File: config.mk
export PLATFORM = sky130hd
export DESIGN_NAME = modified_utf8_decode_hash_flat
export DESIGN_NICKNAME = d
export VERILOG_FILES = /design/src/rtl/mu8dh_pkg.sv /design/src/rtl/mu8dh_if.sv /design/src/rtl/modified_utf8_decode_hash.sv /design/src/flat_wrapper.sv
export VERILOG_INCLUDE_DIRS = /design/src /design/src/rtl
export SDC_FILE = /design/constraint.sdc
export NUM_CORES = 1
export LEC_CHECK = 0
export ABC_AREA = 1
export BUFFER_PORTS_ARGS = -buffer_cell sky130_fd_sc_hd__buf_4
export CAP_MARGIN = 5
export CORE_AREA = 2 2 139 141
export CTS_CLUSTER_DIAMETER = 60
export DETAILED_ROUTE_END_ITERATION = 8
export DIE_AREA = 0 0 141 143
export PLACE_DENSITY = 0.79
export SETUP_SLACK_MARGIN = 0.4
export SYNTH_ARGS = -nofsm -noshare
export SYNTH_HDL_FRONTEND = slang
export SYNTH_SLANG_ARGS = --single-unit
File: constraint.sdc
create_clock -name clk -period 4.1 [get_ports clk]
set_input_delay 0.82 -clock clk [delete_from_list [all_inputs] [get_ports clk]]
set_output_delay 0.82 -clock clk [all_outputs]
set_load 0.02 [all_outputs]
File: src/rtl/modified_utf8_decode_hash_defines.svh
// Assertion helpers used by the decoder RTL.
`ifndef MODIFIED_UTF8_DECODE_HASH_DEFINES_SVH
`define MODIFIED_UTF8_DECODE_HASH_DEFINES_SVH

// Checked on every rising clock edge once reset is released.
`define MU8DH_ASSERT(lbl, prop, msg) \
    lbl: assert property (@(posedge clk) disable iff (!rst_n) prop) else $error(msg);

// Checked on every rising clock edge, reset included.
`define MU8DH_ASSERT_ALWAYS(lbl, prop, msg) \
    lbl: assert property (@(posedge clk) prop) else $error(msg);

`endif

File: src/rtl/mu8dh_pkg.sv
package mu8dh_pkg;

    localparam int BYTE_W  = 8;
    localparam int UNIT_W  = 16;
    localparam int HASH_W  = 32;
    localparam int COUNT_W = 16;

    localparam logic [HASH_W-1:0]  HASH_MUL  = 32'd37;
    localparam logic [COUNT_W-1:0] COUNT_MAX = '1;

    // Lead byte decode: bit 7 marks a multi-byte lead, bit 5 a three-byte one.
    localparam int LEAD_BIT  = 7;
    localparam int LONG_BIT  = 5;

    typedef struct packed {
        logic               unit_valid;
        logic [UNIT_W-1:0]  code_unit;
        logic               string_done;
        logic [HASH_W-1:0]  hash_value;
        logic [COUNT_W-1:0] unit_count;
        logic               truncated;
    } result_t;

    // Wrapping hash*37 + unit.
    function automatic logic [HASH_W-1:0] hash_step(input logic [HASH_W-1:0] hash,
                                                   input logic [UNIT_W-1:0] unit);
        logic [HASH_W-1:0] prod;
        begin
            prod = HASH_W'(hash * HASH_MUL);
            hash_step = HASH_W'(prod + {{(HASH_W-UNIT_W){1'b0}}, unit});
        end
    endfunction

endpackage

File: src/rtl/mu8dh_if.sv
interface mu8dh_byte_if;
    logic                          valid;
    logic                          ready;
    logic [mu8dh_pkg::BYTE_W-1:0]  data_byte;

    modport source (output valid, output data_byte, input ready);
    modport sink   (input valid, input data_byte, output ready);
endinterface

interface mu8dh_result_if;
    logic                          valid;
    logic                          ready;
    logic                          unit_valid;
    logic [mu8dh_pkg::UNIT_W-1:0]  code_unit;
    logic                          string_done;
    logic [mu8dh_pkg::HASH_W-1:0]  hash_value;
    logic [mu8dh_pkg::COUNT_W-1:0] unit_count;
    logic                          truncated;

    modport source (output valid, output unit_valid, output code_unit, output string_done,
                    output hash_value, output unit_count, output truncated, input ready);
    modport sink   (input valid, input unit_valid, input code_unit, input string_done,
                    input hash_value, input unit_count, input truncated, output ready);
endinterface

File: src/rtl/modified_utf8_decode_hash.sv
// Modified UTF-8 decoder with running hash.
//
// bytes:   one string byte per transfer; a zero byte terminates the string.
// results: one transfer per completed 16-bit unit (unit_valid=1, updated hash
//          and count) and one per terminator (string_done=1, final hash and
//          count, truncated=1 if a multi-byte sequence was cut short).
//          Lead and middle bytes that do not finish a unit give no transfer.
//
// Each byte passes an input register, then the decode / hash*37+unit update
// writes the state and the result register in the same cycle. A result is
// valid once its byte has passed both registers, and transfers at the next
// edge at which the receiver is ready. One byte per cycle is sustained while
// results.ready is high; the limit is the hash multiply-add feeding back.
//
// Reset clears the decode state, the hash, the count and both valid flags.
// When the receiver holds results.ready low with a result waiting, the input
// register stops advancing and bytes.ready drops once it is full; nothing is
// lost or repeated. A terminator also clears the state for the next string.
`include "modified_utf8_decode_hash_defines.svh"

module modified_utf8_decode_hash (
    input  logic                 clk,
    input  logic                 rst_n,
    mu8dh_byte_if.sink           bytes,
    mu8dh_result_if.source       results
);

    typedef enum logic [1:0] {
        PEND_NONE = 2'd0,
        PEND_ONE  = 2'd1,
        PEND_TWO  = 2'd2
    } pend_t;

    logic                          in_valid_reg;
    logic [mu8dh_pkg::BYTE_W-1:0]  in_byte_reg;

    pend_t                         pend_reg,  pend_next;
    logic [mu8dh_pkg::UNIT_W-1:0]  part_reg,  part_next;
    logic [mu8dh_pkg::HASH_W-1:0]  hash_reg,  hash_next;
    logic [mu8dh_pkg::COUNT_W-1:0] count_reg, count_next;

    logic                          out_valid_reg, out_valid_next;
    mu8dh_pkg::result_t            res_reg, res_next;

    logic                          advance;
    logic                          fire;
    logic                          produce;
    logic                          complete;
    logic                          is_term;
    logic [mu8dh_pkg::UNIT_W-1:0]  unit;

    // The decode stage moves whenever the result register is free or drains.
    assign advance     = !out_valid_reg || results.ready;
    assign fire        = in_valid_reg && advance;
    assign bytes.ready = !in_valid_reg || advance;
    assign is_term     = (in_byte_reg == '0);

    always_ff @(posedge clk or negedge rst_n)
    begin
        if (!rst_n)
        begin
            in_valid_reg <= 1'b0;
        end
        else if (bytes.ready)
        begin
            in_valid_reg <= bytes.valid;
        end
    end

    always_ff @(posedge clk)
    begin
        if (bytes.ready && bytes.valid)
        begin
            in_byte_reg <= bytes.data_byte;
        end
    end

    always_comb
    begin
        pend_next  = pend_reg;
        part_next  = part_reg;
        hash_next  = hash_reg;
        count_next = count_reg;
        res_next   = res_reg;
        produce    = 1'b0;
        complete   = 1'b0;
        unit       = {{(mu8dh_pkg::UNIT_W-mu8dh_pkg::BYTE_W){1'b0}}, in_byte_reg};

        if (fire)
        begin
            if (is_term)
            begin
                produce              = 1'b1;
                res_next.unit_valid  = 1'b0;
                res_next.code_unit   = '0;
                res_next.string_done = 1'b1;
                res_next.hash_value  = hash_reg;
                res_next.unit_count  = count_reg;
                res_next.truncated   = (pend_reg != PEND_NONE);
                pend_next            = PEND_NONE;
                part_next            = '0;
                hash_next            = '0;
                count_next           = '0;
            end
            else
            begin
                unique case (pend_reg)
                    PEND_TWO:
                    begin
                        part_next = part_reg | {4'b0, in_byte_reg[5:0], 6'b0};
                        pend_next = PEND_ONE;
                    end
                    PEND_ONE:
                    begin
                        unit      = part_reg | {10'b0, in_byte_reg[5:0]};
                        complete  = 1'b1;
                        pend_next = PEND_NONE;
                        part_next = '0;
                    end
                    PEND_NONE:
                    begin
                        if (in_byte_reg[mu8dh_pkg::LEAD_BIT])
                        begin
                            if (in_byte_reg[mu8dh_pkg::LONG_BIT])
                            begin
                                part_next = {in_byte_reg[3:0], 12'b0};
                                pend_next = PEND_TWO;
                            end
                            else
                            begin
                                part_next = {5'b0, in_byte_reg[4:0], 6'b0};
                                pend_next = PEND_ONE;
                            end
                        end
                        else
                        begin
                            complete = 1'b1;
                        end
                    end
                    default:
                    begin
                        pend_next = PEND_NONE;
                        part_next = '0;
                    end
                endcase

                if (complete)
                begin
                    hash_next = mu8dh_pkg::hash_step(hash_reg, unit);
                    if (count_reg != mu8dh_pkg::COUNT_MAX)
                    begin
                        count_next = count_reg + 1'b1;
                    end
                    produce              = 1'b1;
                    res_next.unit_valid  = 1'b1;
                    res_next.code_unit   = unit;
                    res_next.string_done = 1'b0;
                    res_next.hash_value  = hash_next;
                    res_next.unit_count  = count_next;
                    res_next.truncated   = 1'b0;
                end
            end
        end
    end

    always_comb
    begin
        if (produce)
        begin
            out_valid_next = 1'b1;
        end
        else if (results.ready)
        begin
            out_valid_next = 1'b0;
        end
        else
        begin
            out_valid_next = out_valid_reg;
        end
    end

    always_ff @(posedge clk or negedge rst_n)
    begin
        if (!rst_n)
        begin
            pend_reg      <= PEND_NONE;
            part_reg      <= '0;
            hash_reg      <= '0;
            count_reg     <= '0;
            out_valid_reg <= 1'b0;
        end
        else
        begin
            pend_reg      <= pend_next;
            part_reg      <= part_next;
            hash_reg      <= hash_next;
            count_reg     <= count_next;
            out_valid_reg <= out_valid_next;
        end
    end

    always_ff @(posedge clk)
    begin
        res_reg <= res_next;
    end

    assign results.valid       = out_valid_reg;
    assign results.unit_valid  = res_reg.unit_valid;
    assign results.code_unit   = res_reg.code_unit;
    assign results.string_done = res_reg.string_done;
    assign results.hash_value  = res_reg.hash_value;
    assign results.unit_count  = res_reg.unit_count;
    assign results.truncated   = res_reg.truncated;

    `MU8DH_ASSERT_ALWAYS(a_reset_clears_out, !rst_n |-> !out_valid_reg, "result valid in reset")
    `MU8DH_ASSERT(a_done_xor_unit, out_valid_reg |-> (res_reg.unit_valid != res_reg.string_done),
                  "result must be exactly one of unit or terminator")
    `MU8DH_ASSERT(a_trunc_only_done, (out_valid_reg && res_reg.truncated) |-> res_reg.string_done,
                  "truncated flag without terminator")
    `MU8DH_ASSERT(a_term_clears, (fire && is_term) |=>
                  (pend_reg == PEND_NONE && hash_reg == '0 && count_reg == '0 && part_reg == '0),
                  "state not cleared after terminator")
    `MU8DH_ASSERT(a_count_sat, (count_reg == mu8dh_pkg::COUNT_MAX && !(fire && is_term)) |=>
                  (count_reg == mu8dh_pkg::COUNT_MAX), "unit count left saturation")

endmodule
File: src/flat_wrapper.sv
// flat-port wrapper written by rule: the top's interface ports become plain ports
module modified_utf8_decode_hash_flat 
  (clk, rst_n, bytes_valid, bytes_data_byte, bytes_ready, results_valid, results_unit_valid, results_code_unit, results_string_done, results_hash_value, results_unit_count, results_truncated, results_ready);
  mu8dh_byte_if bytes_i ();
  mu8dh_result_if results_i ();
  input  logic clk;
  input  logic rst_n;
  input wire logic [$bits(bytes_i.valid)-1:0] bytes_valid;
  input wire logic [$bits(bytes_i.data_byte)-1:0] bytes_data_byte;
  output wire logic [$bits(bytes_i.ready)-1:0] bytes_ready;
  output wire logic [$bits(results_i.valid)-1:0] results_valid;
  output wire logic [$bits(results_i.unit_valid)-1:0] results_unit_valid;
  output wire logic [$bits(results_i.code_unit)-1:0] results_code_unit;
  output wire logic [$bits(results_i.string_done)-1:0] results_string_done;
  output wire logic [$bits(results_i.hash_value)-1:0] results_hash_value;
  output wire logic [$bits(results_i.unit_count)-1:0] results_unit_count;
  output wire logic [$bits(results_i.truncated)-1:0] results_truncated;
  input wire logic [$bits(results_i.ready)-1:0] results_ready;
  assign bytes_i.valid = bytes_valid;
  assign bytes_i.data_byte = bytes_data_byte;
  assign bytes_ready = bytes_i.ready;
  assign results_valid = results_i.valid;
  assign results_unit_valid = results_i.unit_valid;
  assign results_code_unit = results_i.code_unit;
  assign results_string_done = results_i.string_done;
  assign results_hash_value = results_i.hash_value;
  assign results_unit_count = results_i.unit_count;
  assign results_truncated = results_i.truncated;
  assign results_i.ready = results_ready;
  modified_utf8_decode_hash u_core (.clk(clk), .rst_n(rst_n), .bytes(bytes_i), .results(results_i));
endmodule
==> flow_summary.json <==
{
  "cts_hold_buf": 0,
  "final_nets": 1531,
  "routed_wl_mm": 27.4,
  "cts_made_buffers": 17,
  "ys_warn_count": 0,
  "reg2reg_depth": 15,
  "status": "complete, no violations",
  "r2r-start": "u_core.hash_reg[9]",
  "wire_per_inst_um": 16.9,
  "first_global_vias": 8718,
  "dr.pass1.iters": 5,
  "synthArstFlopShare": 0.453,
  "numClockSinks": 137,
  "cts_root_buf": "clkbuf_16",
  "drc_errors": 0,
  "synth_top_area_cell": "edfxtp_1",
  "antenna_found_initial": 0,
  "regArea_um2": 3830,
  "core_um2": 18600,
  "rows": 50,
  "finalCriticalPeriod_ns": 3.72,
  "cts_tree": "done",
  "end_kind": "flop",
  "yosys-top-cells-count": "nand2_1, inv_1, ha_1",
  "clock_path_buffers": 2,
  "grtUsageMet3": 0.0433,
  "slew-limit-headroom": 0.399,
  "crit_arrival_ns": 3.97,
  "die_h_um": 143,
  "cp_common_cell": "ha_4",
  "dp_hpwl_mm": 18.1,
  "yosysTopAreaCellShare": 0.222,
  "dieArea_um2": 20200,
  "cpLargestDelayFamily": "adder cells",
  "ys_seq_area_frac": 0.374,
  "grtUsageMet1": 0.342,
  "cpPeakStageDelay_ns": 0.53,
  "multi_input_area_um2": 6230,
  "drtIter0Drc": 805,
  "area_growth_pct": 24.8,
  "clkSlewWorstSetupHoldPaths_ns": 0.07,
  "crit_type": "flop to flop",
  "top_usage_layer": "met2",
  "cap_violations": 0,
  "ant_nets": 0,
  "syn_avg_cell_area_um2": 7.98,
  "cp.depth": 15,
  "hp-class": "primary input to async pin",
  "tightestPinTransition_ns": 0.901,
  "clk_latency_ns": 0.44,
  "antenna_cells": 0,
  "grt_overflow_total": 0,
  "cp-startpoint": "u_core.hash_reg[9]",
  "setup_viol": 0,
  "routabilityCongestion": 0.935,
  "fin_crit_sh": 0.907,
  "crit_path_end": "u_core.results.hash_value[11]",
  "yosysMostFrequentCell": "nand2_1",
  "r2r-end": "u_core.results.hash_value[11]",
  "pin_count": 81,
  "start_util": 0.547,
  "rsz0062_at_grt": "yes",
  "dr_total_vias": 8847,
  "drive_gt1_frac": 0.259,
  "required_ns": 4.35,
  "setup_tns_ns": 0,
  "hold_violations": 0,
  "port_buffers": 80,
  "crit_chain": "ha_4 > ha_4 > fa_1 > inv_1 > fa_1 > inv_2 > ha_4 > nand2_4 > inv_2 > nand2_2 > nand2_2 > nand3b_1 > nand2_1 > nand2_1 > o21ai_0",
  "syn_nets": 1431,
  "worst_setup_path_start_kind": "flop",
  "drv_slew": 0,
  "grt_pass1_wl_mm": 42.2,
  "slowest_stage": "fa_1",
  "grt_use_total": 0.267,
  "synth-main-ff-cell": "edfxtp_1",
  "fin_skew_ns": 0.00902,
  "netlist_top_cells_area": "edfxtp_1, nand2_1, dfrtp_1, ha_1, inv_1",
  "fillCellCount": 1384,
  "grt_use_met2": 0.453,
  "synth_seq_cells": 137,
  "rrSetupSlack_ns": 0.38,
  "grt_max_degree": 63,
  "fmax_mhz": 269,
  "synth.distinct_cells": 44,
  "crit_buf_inv": 3,
  "syn_area_um2": 10200,
  "crit_fanout": 5,
  "netlist_instances": 1273,
  "htreeDepth": 4,
  "die_w_um": 141,
  "vias_per_cell": 5.46,
  "synth-edff-count": 75
}
-- per-layer routing --
layer / vias up / part of all wire
li1: 4218 / -
met1: 4224 / 0.42
met2: 314 / 0.50
met3: 91 / 0.049
met4: 0 / 0.035
met5: - / 0
-- metrics by stage --
step	setup slack [ns]	std cells	cell area, µm²	hold WS (ns)	utilization
3_5_place_dp	0.0814	1563	11000	0.491	0.591
3_3_place_gp	0.0993	1563	11000	0.490	0.591
2_1_floorplan	0.535	1273	10200	0.466	-
4_1_cts	0.377	1610	12000	0.506	0.645
6_report	0.381	1620	12700	0.490	0.683
5_1_grt	0.332	1620	12700	0.534	0.683
-- worst min path at each step --
stage                        start             endpoint  slack [ns]  cells after the start
2_1_floorplan  u_core.part_reg[10]  u_core.part_reg[10]        0.47                      2
3_3_place_gp   u_core.part_reg[10]  u_core.part_reg[10]        0.49                      2
3_5_place_dp   u_core.part_reg[10]  u_core.part_reg[10]        0.49                      2
4_1_cts        u_core.part_reg[10]  u_core.part_reg[10]        0.51                      2
5_1_grt        u_core.part_reg[10]  u_core.part_reg[10]        0.53                      2
6_report                     rst_n  u_core.part_reg[12]        0.49                      1
-- timing repair --
item,CTS,global route
endpoints found under the hold margin,0,0
resized for setup,50,164
setup endpoints to repair,45,48
pin swaps,8,70
cloned,0,0
buffers inserted,15,10
-- cell families after synthesis --
| group | synth area share |
|---|---|
| adders and majority gates | 0.208 |
| DFF | 0.374 |
| buffers and inverters | 0.100 |
| xor gates and xnor gates | 0.00849 |
| and+or+nand+nor | 0.244 |
| AOI/OAI and AO/OA | 0.0656 |
-- placed cells by master (no fill, tap or decap), types with 11 or more instances in the layout --
| master | n |
|---|---|
| fa_1 | 37 |
| buf_4 | 109 |
| nand3_1 | 52 |
| inv_2 | 23 |
| nand2_1 | 361 |
| nand2_4 | 15 |
| a21oi_2 | 11 |
| nand2_2 | 56 |
| nand4_1 | 11 |
| o21ai_1 | 39 |
| ha_1 | 69 |
| nor2_1 | 46 |
| edfxtp_1 | 75 |
| ha_4 | 36 |
| a21oi_1 | 20 |
| clkbuf_16 | 17 |
| dfrtp_2 | 18 |
| inv_1 | 207 |
| dfrtp_1 | 44 |
| o21ai_0 | 37 |
-- layout make-up --
type                            instances  area share
Sequential cell                       137       0.302
Timing Repair Buffer                  111      0.0670
Inverter                              232      0.0691
Clock buffer                           17      0.0335
Clock inverter                         15      0.0140
Tap cell                              234      0.0231
Multi-Input combinational cell        874       0.492
Power is not shown: default switching activity piles up to over one toggle a cycle in this logic, so the estimate is an artifact.
